===== config.mk =====
export PLATFORM = sky130hd
export DESIGN_NAME = projection_profile_run_extractor_top
export DESIGN_NICKNAME = d
export VERILOG_FILES = /design/src/sv/ppre_pkg.sv /design/src/sv/projection_profile_run_extractor_top.sv /design/src/sv/ppre_gray.sv /design/src/sv/ppre_track.sv
export SDC_FILE = /design/constraint.sdc
export NUM_CORES = 2
export LEC_CHECK = 0
export BUFFER_PORTS_ARGS = -buffer_cell sky130_fd_sc_hd__buf_4
export CORE_MARGIN = 5
export CORE_UTILIZATION = 35
export DETAILED_ROUTE_END_ITERATION = 12
export MAX_ROUTING_LAYER = met4
export SETUP_SLACK_MARGIN = 0.15
export SYNTH_ARGS = -nofsm -noshare
export SYNTH_HDL_FRONTEND = slang
export SYNTH_SLANG_ARGS = --single-unit
export TNS_END_PERCENT = 50

===== constraint.sdc =====
create_clock -name clk -period 30.5 [get_ports clk]
set_input_delay 4.575 -clock clk [delete_from_list [all_inputs] [get_ports clk]]
set_output_delay 4.575 -clock clk [all_outputs]
set_load 0.01 [all_outputs]

===== src/sv/ppre_pkg.sv =====
// ----------------------------------------------------------------------------
// ppre_pkg
// Shared widths, register map, configuration and result types for the
// projection profile run extractor.
// ----------------------------------------------------------------------------
package ppre_pkg;

  localparam int PROFILE_W   = 20;
  localparam int LTH_W       = 13;
  localparam int LML_W       = 14;
  localparam int SUM_W       = 26;
  localparam int SW_W        = 13;
  localparam int START_W     = 13;
  localparam int LENF_W      = 14;
  localparam int CFG_IDX_W   = 3;
  localparam int CFG_DATA_W  = 26;
  localparam int IN_TDATA_W  = 24;
  localparam int OUT_TDATA_W = 32;

  localparam int DEF_MAX_HEIGHT      = 8192;
  localparam int DEF_MAX_STRIP_WIDTH = 4096;

  // divide by 255 as multiply by ceil(2^28 / 255), exact for 20-bit inputs
  localparam int GRAY_SHIFT   = 28;
  localparam int GRAY_RECIP_W = 21;
  localparam logic [GRAY_RECIP_W-1:0] GRAY_RECIP = 21'd1052689;

  localparam logic [SUM_W-1:0] SUM_MAX = '1;

  typedef enum logic [CFG_IDX_W-1:0] {
    REG_LOW_THRESHOLD  = 3'd0,
    REG_LOW_MIN_LENGTH = 3'd1,
    REG_MIN_PIXELS     = 3'd2,
    REG_GRAY_MODE      = 3'd3,
    REG_STRIP_WIDTH    = 3'd4
  } cfg_reg_t;

  typedef struct packed {
    logic [LTH_W-1:0] low_threshold;
    logic [LML_W-1:0] low_min_length;
    logic [SUM_W-1:0] min_pixels;
    logic             gray_mode;
    logic [SW_W-1:0]  strip_width;
  } cfg_t;

  localparam cfg_t CFG_RESET = '{
    low_threshold:  13'd2,
    low_min_length: 14'd16,
    min_pixels:     26'd0,
    gray_mode:      1'b0,
    strip_width:    13'd64
  };

  typedef struct packed {
    logic [START_W-1:0] start;
    logic [LENF_W-1:0]  len;
    logic               term;
    logic               last;
  } res_t;

  function automatic logic [SUM_W-1:0] sat_sum(input logic [SUM_W-1:0] a,
                                               input logic [SUM_W-1:0] b);
    logic [SUM_W:0] s;
    s = {1'b0, a} + {1'b0, b};
    sat_sum = s[SUM_W] ? SUM_MAX : s[SUM_W-1:0];
  endfunction

endpackage


===== src/sv/projection_profile_run_extractor_top.sv =====
// ----------------------------------------------------------------------------
// projection_profile_run_extractor_top
// Segments a column strip's row projection profile into runs of nonzero rows,
// suppressing thin-line residue, and reports qualifying runs plus a strip
// terminator.
//
//   channel   dir  handshake                    payload
//   s_axis    in   s_axis_tvalid/s_axis_tready  tdata profile_value, tlast last_row
//   m_axis    out  m_axis_tvalid/m_axis_tready  tdata run_start/run_length,
//                                               tuser is_terminator, tlast last_of_item
//   cfg       in   cfg_valid/cfg_ready          cfg_index, cfg_data
//
// One row per cycle sustained while the result FIFO has room; a row's results
// reach m_axis through the gray conversion register, then the run tracker
// into a 4-entry FIFO.
// Each row yields up to two results, drained one per cycle while m_axis_tready is high.
// Synchronous reset clears all strip state and loads register defaults.
// s_axis stalls only while the result FIFO lacks room for two results.
// ----------------------------------------------------------------------------
module projection_profile_run_extractor_top #(
  parameter int MAX_HEIGHT      = ppre_pkg::DEF_MAX_HEIGHT,
  parameter int MAX_STRIP_WIDTH = ppre_pkg::DEF_MAX_STRIP_WIDTH
) (
  input  logic                             clk,
  input  logic                             rst,
  input  logic                             s_axis_tvalid,
  output logic                             s_axis_tready,
  input  logic [ppre_pkg::IN_TDATA_W-1:0]  s_axis_tdata,  // profile_value
  input  logic                             s_axis_tlast,
  output logic                             m_axis_tvalid,
  input  logic                             m_axis_tready,
  output logic [ppre_pkg::OUT_TDATA_W-1:0] m_axis_tdata,  // run_start, run_length
  output logic [0:0]                       m_axis_tuser,  // is_terminator
  output logic                             m_axis_tlast,
  input  logic                             cfg_valid,
  output logic                             cfg_ready,
  input  logic [ppre_pkg::CFG_IDX_W-1:0]   cfg_index,
  input  logic [ppre_pkg::CFG_DATA_W-1:0]  cfg_data
);
  import ppre_pkg::*;

  cfg_t                 cfg;
  logic                 g_valid;
  logic                 g_ready;
  logic [PROFILE_W-1:0] g_value;
  logic                 g_last;
  res_t                 out_res;

  assign cfg_ready = 1'b1;

  always_ff @(posedge clk) begin
    if (rst) begin
      cfg <= CFG_RESET;
    end else if (cfg_valid) begin
      case (cfg_index)
        REG_LOW_THRESHOLD:  cfg.low_threshold  <= cfg_data[LTH_W-1:0];
        REG_LOW_MIN_LENGTH: cfg.low_min_length <= cfg_data[LML_W-1:0];
        REG_MIN_PIXELS:     cfg.min_pixels     <= cfg_data[SUM_W-1:0];
        REG_GRAY_MODE:      cfg.gray_mode      <= cfg_data[0];
        REG_STRIP_WIDTH:    cfg.strip_width    <= cfg_data[SW_W-1:0];
        default: ;
      endcase
    end
  end

  ppre_gray #(
    .MAX_STRIP_WIDTH(MAX_STRIP_WIDTH)
  ) u_gray (
    .clk       (clk),
    .rst       (rst),
    .cfg       (cfg),
    .in_valid  (s_axis_tvalid),
    .in_ready  (s_axis_tready),
    .in_value  (s_axis_tdata[PROFILE_W-1:0]),
    .in_last   (s_axis_tlast),
    .out_valid (g_valid),
    .out_ready (g_ready),
    .out_value (g_value),
    .out_last  (g_last)
  );

  ppre_track #(
    .MAX_HEIGHT(MAX_HEIGHT)
  ) u_track (
    .clk       (clk),
    .rst       (rst),
    .cfg       (cfg),
    .in_valid  (g_valid),
    .in_ready  (g_ready),
    .in_value  (g_value),
    .in_last   (g_last),
    .out_valid (m_axis_tvalid),
    .out_ready (m_axis_tready),
    .out_res   (out_res)
  );

  assign m_axis_tdata = OUT_TDATA_W'({out_res.len, out_res.start});
  assign m_axis_tuser = out_res.term;
  assign m_axis_tlast = out_res.last;

endmodule


===== src/sv/ppre_gray.sv =====
// ----------------------------------------------------------------------------
// ppre_gray
// Input register stage: turns a gray projection sum into a dark count
// (clamped width minus sum/255) or passes a binary count through.
// ----------------------------------------------------------------------------
module ppre_gray #(
  parameter int MAX_STRIP_WIDTH = ppre_pkg::DEF_MAX_STRIP_WIDTH
) (
  input  logic                           clk,
  input  logic                           rst,
  input  ppre_pkg::cfg_t                 cfg,
  input  logic                           in_valid,
  output logic                           in_ready,
  input  logic [ppre_pkg::PROFILE_W-1:0] in_value,
  input  logic                           in_last,
  output logic                           out_valid,
  input  logic                           out_ready,
  output logic [ppre_pkg::PROFILE_W-1:0] out_value,
  output logic                           out_last
);
  import ppre_pkg::*;

  localparam int MSW_W  = $clog2(MAX_STRIP_WIDTH + 1);
  localparam int W_W    = (MSW_W > SW_W) ? MSW_W : SW_W;
  localparam int PROD_W = PROFILE_W + GRAY_RECIP_W;
  localparam int QUOT_W = PROD_W - GRAY_SHIFT;
  localparam logic [W_W-1:0] MSW = W_W'(MAX_STRIP_WIDTH);

  logic [PROD_W-1:0]    prod;
  logic [QUOT_W-1:0]    quot;
  logic [W_W-1:0]       width_clamp;
  logic [W_W-1:0]       quot_ext;
  logic [PROFILE_W-1:0] value_next;

  always_comb begin
    prod        = PROD_W'(in_value) * PROD_W'(GRAY_RECIP);
    quot        = prod[PROD_W-1:GRAY_SHIFT];
    width_clamp = (W_W'(cfg.strip_width) > MSW) ? MSW : W_W'(cfg.strip_width);
    quot_ext    = W_W'(quot);
    if (cfg.gray_mode) begin
      value_next = (width_clamp > quot_ext) ? PROFILE_W'(width_clamp - quot_ext) : '0;
    end else begin
      value_next = in_value;
    end
  end

  assign in_ready = !out_valid || out_ready;

  always_ff @(posedge clk) begin
    if (rst) begin
      out_valid <= 1'b0;
    end else if (in_ready) begin
      out_valid <= in_valid;
    end
  end

  always_ff @(posedge clk) begin
    if (in_ready && in_valid) begin
      out_value <= value_next;
      out_last  <= in_last;
    end
  end

endmodule


===== src/sv/ppre_track.sv =====
// ----------------------------------------------------------------------------
// ppre_track
// Run tracker: keeps the open run and the pending thin-line run, closes and
// qualifies runs, and queues up to two results per row in a small FIFO.
// ----------------------------------------------------------------------------
module ppre_track #(
  parameter int MAX_HEIGHT = ppre_pkg::DEF_MAX_HEIGHT
) (
  input  logic                           clk,
  input  logic                           rst,
  input  ppre_pkg::cfg_t                 cfg,
  input  logic                           in_valid,
  output logic                           in_ready,
  input  logic [ppre_pkg::PROFILE_W-1:0] in_value,
  input  logic                           in_last,
  output logic                           out_valid,
  input  logic                           out_ready,
  output ppre_pkg::res_t                 out_res
);
  import ppre_pkg::*;

  localparam int RI_W       = $clog2(MAX_HEIGHT);
  localparam int LEN_W      = $clog2(MAX_HEIGHT + 1);
  localparam int FIFO_DEPTH = 4;
  localparam int PTR_W      = $clog2(FIFO_DEPTH);
  localparam int CNT_W      = $clog2(FIFO_DEPTH + 1);
  localparam logic [LEN_W-1:0] LEN_MAX = LEN_W'(MAX_HEIGHT);
  localparam logic [RI_W-1:0]  RI_LAST = RI_W'(MAX_HEIGHT - 1);
  localparam logic [CNT_W-1:0] CNT_FULL = CNT_W'(FIFO_DEPTH);
  localparam logic [CNT_W-1:0] CNT_ROOM = CNT_W'(FIFO_DEPTH - 2);

  typedef struct packed {
    logic              main_active;
    logic [RI_W-1:0]   main_start;
    logic [LEN_W-1:0]  main_len;
    logic [SUM_W-1:0]  main_sum;
    logic [RI_W-1:0]   low_start;
    logic [LEN_W-1:0]  low_len;
    logic [SUM_W-1:0]  low_sum;
    logic              low_zeroed;
  } trk_state_t;

  function automatic logic [LEN_W-1:0] sat_len(input logic [LEN_W-1:0] a,
                                               input logic [LEN_W-1:0] b);
    logic [LEN_W:0] s;
    s = {1'b0, a} + {1'b0, b};
    sat_len = (s > {1'b0, LEN_MAX}) ? LEN_MAX : s[LEN_W-1:0];
  endfunction

  function automatic trk_state_t clear_main(input trk_state_t s);
    trk_state_t r;
    r             = s;
    r.main_active = 1'b0;
    r.main_start  = '0;
    r.main_len    = '0;
    r.main_sum    = '0;
    clear_main    = r;
  endfunction

  function automatic trk_state_t settle_low(input trk_state_t s);
    trk_state_t r;
    r = s;
    if (r.low_len != '0 && !r.low_zeroed) begin
      if (!r.main_active) begin
        r.main_active = 1'b1;
        r.main_start  = r.low_start;
        r.main_len    = '0;
        r.main_sum    = '0;
      end
      r.main_len = sat_len(r.main_len, r.low_len);
      r.main_sum = sat_sum(r.main_sum, r.low_sum);
    end
    r.low_start  = '0;
    r.low_len    = '0;
    r.low_sum    = '0;
    r.low_zeroed = 1'b0;
    settle_low   = r;
  endfunction

  trk_state_t        st;
  trk_state_t        st_next;
  logic [RI_W-1:0]   row_index;
  logic [RI_W-1:0]   row_index_next;
  logic              emit;
  logic [RI_W-1:0]   emit_start;
  logic [LEN_W-1:0]  emit_len;
  logic [SUM_W-1:0]  v_sum;
  logic              is_low;
  logic              fire;
  logic              pop;
  res_t              run_res;
  res_t              term_res;
  res_t              fifo [FIFO_DEPTH];
  logic [PTR_W-1:0]  wr_ptr;
  logic [PTR_W-1:0]  rd_ptr;
  logic [CNT_W-1:0]  count;
  logic [1:0]        nwr;

  always_comb begin
    st_next    = st;
    emit       = 1'b0;
    emit_start = '0;
    emit_len   = '0;
    v_sum      = SUM_W'(in_value);
    is_low     = (in_value != '0) && (in_value <= PROFILE_W'(cfg.low_threshold));

    if (is_low) begin
      if (st_next.low_len == '0) begin
        st_next.low_start = row_index;
      end
      st_next.low_len = sat_len(st_next.low_len, LEN_W'(1));
      st_next.low_sum = sat_sum(st_next.low_sum, v_sum);
      if (!st_next.low_zeroed && (32'(st_next.low_len) >= 32'(cfg.low_min_length))) begin
        st_next.low_zeroed = 1'b1;
        if (st_next.main_active && st_next.main_sum >= cfg.min_pixels) begin
          emit       = 1'b1;
          emit_start = st_next.main_start;
          emit_len   = st_next.main_len;
        end
        st_next = clear_main(st_next);
      end
    end else begin
      st_next = settle_low(st_next);
      if (in_value == '0) begin
        if (st_next.main_active && st_next.main_sum >= cfg.min_pixels) begin
          emit       = 1'b1;
          emit_start = st_next.main_start;
          emit_len   = st_next.main_len;
        end
        st_next = clear_main(st_next);
      end else begin
        if (!st_next.main_active) begin
          st_next.main_active = 1'b1;
          st_next.main_start  = row_index;
          st_next.main_len    = '0;
          st_next.main_sum    = '0;
        end
        st_next.main_len = sat_len(st_next.main_len, LEN_W'(1));
        st_next.main_sum = sat_sum(st_next.main_sum, v_sum);
      end
    end

    if (in_last) begin
      st_next = settle_low(st_next);
      if (st_next.main_active && st_next.main_sum >= cfg.min_pixels) begin
        emit       = 1'b1;
        emit_start = st_next.main_start;
        emit_len   = st_next.main_len;
      end
      st_next        = '0;
      row_index_next = '0;
    end else begin
      row_index_next = (row_index == RI_LAST) ? '0 : row_index + 1'b1;
    end
  end

  always_comb begin
    run_res.start  = START_W'(emit_start);
    run_res.len    = LENF_W'(emit_len);
    run_res.term   = 1'b0;
    run_res.last   = !in_last;
    term_res.start = '0;
    term_res.len   = '0;
    term_res.term  = 1'b1;
    term_res.last  = 1'b1;
  end

  assign in_ready  = count <= CNT_ROOM;
  assign fire      = in_valid && in_ready;
  assign out_valid = count != '0;
  assign pop       = out_valid && out_ready;
  assign out_res   = fifo[rd_ptr];
  assign nwr       = fire ? (2'(emit) + 2'(in_last)) : 2'd0;

  always_ff @(posedge clk) begin
    if (rst) begin
      st        <= '0;
      row_index <= '0;
      wr_ptr    <= '0;
      rd_ptr    <= '0;
      count     <= '0;
    end else begin
      if (fire) begin
        st        <= st_next;
        row_index <= row_index_next;
      end
      wr_ptr <= wr_ptr + PTR_W'(nwr);
      if (pop) begin
        rd_ptr <= rd_ptr + 1'b1;
      end
      count <= count + CNT_W'(nwr) - CNT_W'(pop);
    end
  end

  always_ff @(posedge clk) begin
    if (fire && emit) begin
      fifo[wr_ptr] <= run_res;
    end
    if (fire && in_last) begin
      fifo[wr_ptr + PTR_W'(emit)] <= term_res;
    end
  end

  a_main_len_tracks_active: assert property (@(posedge clk) disable iff (rst)
    st.main_active == (st.main_len != '0))
    else $error("open run length disagrees with active flag");

  a_zeroed_has_rows: assert property (@(posedge clk) disable iff (rst)
    st.low_zeroed |-> st.low_len != '0)
    else $error("zeroed residue run without rows");

  a_strip_end_clears: assert property (@(posedge clk) disable iff (rst)
    fire && in_last |=> row_index == '0 && !st.main_active && st.low_len == '0)
    else $error("strip state not cleared after last row");

  a_fifo_bound: assert property (@(posedge clk) disable iff (rst)
    count <= CNT_FULL)
    else $error("result FIFO overflow");

endmodule


Yosys cells after proc, flatten, opt, wreduce, memory -nomap -nowiden
Memories as Yosys holds them, arrays and structs flattened. A register that Yosys moved wholly into a read port is not among the register bits.
Index checks and enable logic that the tools add are counted.
Storage, ports and cells
  RAM bits: 116
  memories: 1
  output and inout bits: 37
  word-level logic and storage cells: 143
  bits of input ports: 59
  register bits after elaboration: 217
Memory list
  u_track.fifo: depth 4, bits a word 29, rd ports 1, clocked after Yosys merged registers in 1, wr ports 2, line ppre_track.sv:93  | res_t fifo [FIFO_DEPTH];
Cells by class
  equality and inequality tests: 5
  magnitude comparators: 12
  $mul: 1
  multiplexer cells: 59
  reductions and logical operators: 29
  add/subtract/negate cells: 16
Operators by type and width (number)
  $mux W54: 11
  $mux W108: 3
  $mux W53: 3
  $mux W14: 11
  $mux W13: 11
  $mux W26: 4
  $ge A26 B26 Y1: 3
  $gt A15 B14 Y1 const B: 4
  $add A26 B20 Y27: 2
  $add A26 B26 Y27: 2
  $mul A20 B21 Y41 const B: 1
  $mux W20: 2
  $add A14 B1 Y15 const B: 2
  $add A14 B14 Y15: 2
  $reduce_bool A14 Y1: 2
  $le A20 B13 Y1: 1
  $logic_not A20 Y1: 1
  $reduce_bool A20 Y1: 1
  $ge A14 B14 Y1: 1
  $logic_not A14 Y1: 1
  $sub A13 B13 Y14: 1
  $add A13 B1 Y13 const B: 1
  $eq A13 B13 Y1 const B: 1
  $gt A13 B13 Y1: 1
  other kinds (19): 50

Depth between registers and ports, before layout
  word-level depth: 34
  depth in mapped cells: 67
  mapped depth without buffers: 65

By module
Synthesis repeated with hierarchy kept, for this count alone.
Unflattened totals
  cell total of the unflattened synthesis: 3629
  area total of the unflattened synthesis: 29321.9 µm²
Modules (own cells, without submodules)
  ppre_track: instances 1, cells an instance 2881, sequential area each 4924.7 µm², area each 22103.7 µm²
  ppre_gray: instances 1, cells an instance 485, sequential area each 650.6 µm², area each 4400.5 µm²
  projection_profile_run_extractor_top: instances 1, cells an instance 263, sequential area each 1341.3 µm², area each 2817.7 µm²

Worst setup path before layout
OpenSTA, ideal clock, no wires.
  path kind: reg2reg
  start: register u_track.st[107] (netlist name)
  end: memory u_track.fifo[1][22] (netlist name)
  data required time: 30360 ps
  stages on the path, launching flop included: 64
  setup slack: 18147 ps
  arrival time: 12213 ps
  library setup time: 140 ps
  buffers on the path: 7
  period minus slack after synthesis: 12353 ps
  path through: dfxtp_1 clkbuf_1 clkbuf_1 clkbuf_1 nand2_1 fa_1 nor2b_1 o21a_1 o21ai_0 a21bo_2 a21oi_1 o22ai_1 o21ai_1 clkbuf_1 o22ai_1 nor2_1 ha_1 inv_1 (+28 left out) clkbuf_1 a21oi_1 ha_1 a21o_1 a21o_1 a21oi_1 nor2b_1 o21ai_0 nand2_1 a221oi_1 a221o_1 and2_1 inv_1 ha_1 nand3_1 nor2_1 clkbuf_1 a211oi_1
RTL lines
  from (decl): line ppre_track.sv:80  | trk_state_t st;
  from (signal assigned): line ppre_track.sv:184  | st <= st_next;
  to (decl): line ppre_track.sv:93

==> metrics <==
dpl hpwl around 69 mm; sequential fraction of the synthesis area about a quarter; io pins 96; achievable clock frequency ~0.059 GHz; Power, Total approximately 1.4 mW; Post-synth EDFFs 21; Clock Power Share a little over a third; htree depth 2; die height 294 um; Final Hold Fails 0; Cells after Synth about 3600; Non-Filler Instances between 4000 and 5000; ranking of synthesized cells by area dfxtp_1, ha_1, nor2_1; CP most frequent cell o21ai_0; instance area at placement 30000 um2; final core occ 39.0%; total negative setup slack 0 ns; cell area power density approximately 46 nW/um2; CP Launch Type register; sequential power share approximately 37%; crit end category register; GRT Total Usage approximately a fifth; dpl cells approximately 4600; fraction of layout cells with a size suffix above 1 under 10%; Clock Skews approximately 0.022 ns; Initial Utilization 35.2%; Vias between 20000 and 30000; fin nets slightly above 4000; VDD IR max ~0.038 mV; final instance area ~31000 um2; CTS sink cnt 335; clk buf depth 3; synth cell count leaders nor2_1, nand2_1, ha_1, dfxtp_1, a21oi_1; DR iter-0 viols approximately 2400; Core ar. approximately 80000 um2; switch share between 30% and 40%; final worst path period need approximately 17 ns; ys async rst share 0%; largest area contributor in the synthesized netlist dfxtp_1; Site Rows between 100 and 150; Clock Tree Root clkbuf_16; Slew @ Worst Pin ~1.2 ns; Worst slew margin 22.2%; total grt overflow 0; outcome finished clean; final setup fails 0; Setup Crit Path Kind reg2reg; Lkg Pwr around 13 nW; antenna fix cells 0; # Post-CTS Setup Buffers 0; Mean Syn Cell Area 7.87 um2; Hold Crit Class reg2reg; drt pass-1 iters 6; antenna-violating nets left 0; RSZ-0062 raised after global routing no; Slowest Stage Delay on Critical Path 0.86 ns; routed wire length between 90 and 100 mm; Hold Buf Count CTS 0; die width around 300 um; area delta synth->final 11.0%; TritonCTS clock tree built; fin. max-slew vios 0; max_cap viols 0; sw power approximately 0.46 mW; antenna violations before repair 0; DR WL/cell between 15 and 20 um; CP max stage cell nor4b_1; Int Power 0.975 mW; Clock Latency Late Sink 0.58 ns; final RePlAce weighted congestion between 0.9 and 1; Synth Cell Area approximately 28000 um2; TritonCTS buffer count between 40 and 50; most common cell in the netlist nor2_1; vias in the first global route ~25000; final worst-path cycle share 55.4%; Yosys warning count 0; # DRC 0; CTS clock-pin slew for the worst setup and hold paths about 0.06 ns; FF+latch count, synth 335; first-pass GRT wire length roughly 140 mm; arrival time of the worst setup path roughly 17 ns; Synth Flop Type dfxtp_1; top-area cell type share of the netlist area between 20% and 30%; Vias per Instance between 5 and 6; die area just under 90000 um2; Distinct cells, synth 101; crit path max fanout 43; power share of the combinational group 27.8%; buffers added on ports 85; post-CTS sizing 0; Critical Path RT 30.91 ns; pin count of the biggest net entering global routing 57
==> final timing paths <==
kind / start / endpoint / slack, ns / cells after the start
max: u_track.st[107]$_SDFFE_PP0P_ / u_track.fifo[3][11]$_SDFFE_PP0P_ / 13.61 / 61
min: u_track.fifo[0][1]$_SDFFE_PP1P_ / u_track.fifo[0][1]$_SDFFE_PP1P_ / 0.44 / 2
min reg2reg: u_track.fifo[0][1]$_SDFFE_PP1P_ / u_track.fifo[0][1]$_SDFFE_PP1P_ / 0.44 / 2
max reg2reg: u_track.st[107]$_SDFFE_PP0P_ / u_track.fifo[3][11]$_SDFFE_PP0P_ / 13.61 / 61
==> cell usage in the layout (no fill, tap or decap), drive strengths merged, types with 19 or more instances in the layout <==
cell type,count
nor2,433
clkbuf,59
mux2i,48
nand3,57
nand2b,33
o22a,23
and3,31
or2,19
o21a,39
nor4,26
edfxtp,21
o22ai,30
a221oi,19
xor2,59
o21ai,206
a211oi,90
nand2,378
ha,370
dfxtp,314
mux4,29
a21o,75
a22oi,38
or3,30
nor3,55
inv,196
nor2b,47
nand4,35
a21oi,302
fa,20
xnor2,83
and2,92
buf,126
==> area by class of cell <==
| type | instances | area, um2 |
|---|---|---|
| Fill cell | 8297 | 49000 |
| Multi-Input combinational cell | 2896 | 20000 |
| Sequential cell | 335 | 6920 |
| Tap cell | 1060 | 1330 |
| Clock buffer | 59 | 1220 |
| Timing Repair Buffer | 126 | 946 |
| Inverter | 195 | 732 |
| Clock inverter | 13 | 153 |
==> logic make-up (layout without fill, tap and decap cells) <==
group           Yosys count  after routing  synth area share (%)
mux                      77             77                  4.01
buf+inv                 359            393                  4.91
simple gates           1276           1276                  21.1
compound gates         1005           1005                  23.2
flops                   335            335                  24.5
fa+ha+maj               390            390                  17.8
other cells               2              6                0.0266
xor+xnor                142            142                  4.40
==> power by group through the flow <==
stage,Sequential [mW],Clock [mW],Combinational [mW]
after floorplan,0.522,0,0.267
after global placement,0.534,0,0.393
after detailed placement,0.535,0,0.397
after CTS,0.526,0.519,0.400
after global routing,0.533,0.536,0.443
final,0.527,0.510,0.398
==> metrics by stage <==
stage / hold slack [ns] / setup WS (ns)
floorplan: 0.419 / 18.15
global placement: 0.432 / 14.11
detailed placement: 0.433 / 14.02
CTS: 0.445 / 13.96
global route: 0.471 / 12.73
finish: 0.444 / 13.61
==> flip-flops by register name (all words and copies together) (netlist names), named ones only <==
name	flops
u_gray.out_valid	1
u_track.rd_ptr	2
u_track.fifo	116
u_gray.out_value	20
cfg	67
u_track.wr_ptr	2
u_track.count	3
u_gray.out_last	1
u_track.row_index	13
u_track.st	108
==> metal layers <==
layer  global-route usage [%]  wire [um]  vias up  part of all wire (%)
li1                         -          -    12900                     -
met1                     30.7      44000    12400                    47
met2                     32.7      40900      906                    44
met3                     2.13       6750      118                   7.2
met4                     4.52       1780        0                   1.9
met5                        -          0        -                     0
==> critical path: cells and delay by family (launching register included) <==
family	cells	cell delay, ns
adder cells (fa/ha/maj)	8	2.52
flip-flops	1	0.30
AND/OR/NAND/NOR	17	4.31
buffers and inverters	8	1.85
AO/OA/AOI/OAI	28	7.64
Note: power is estimated with default switching activity, not from simulation.
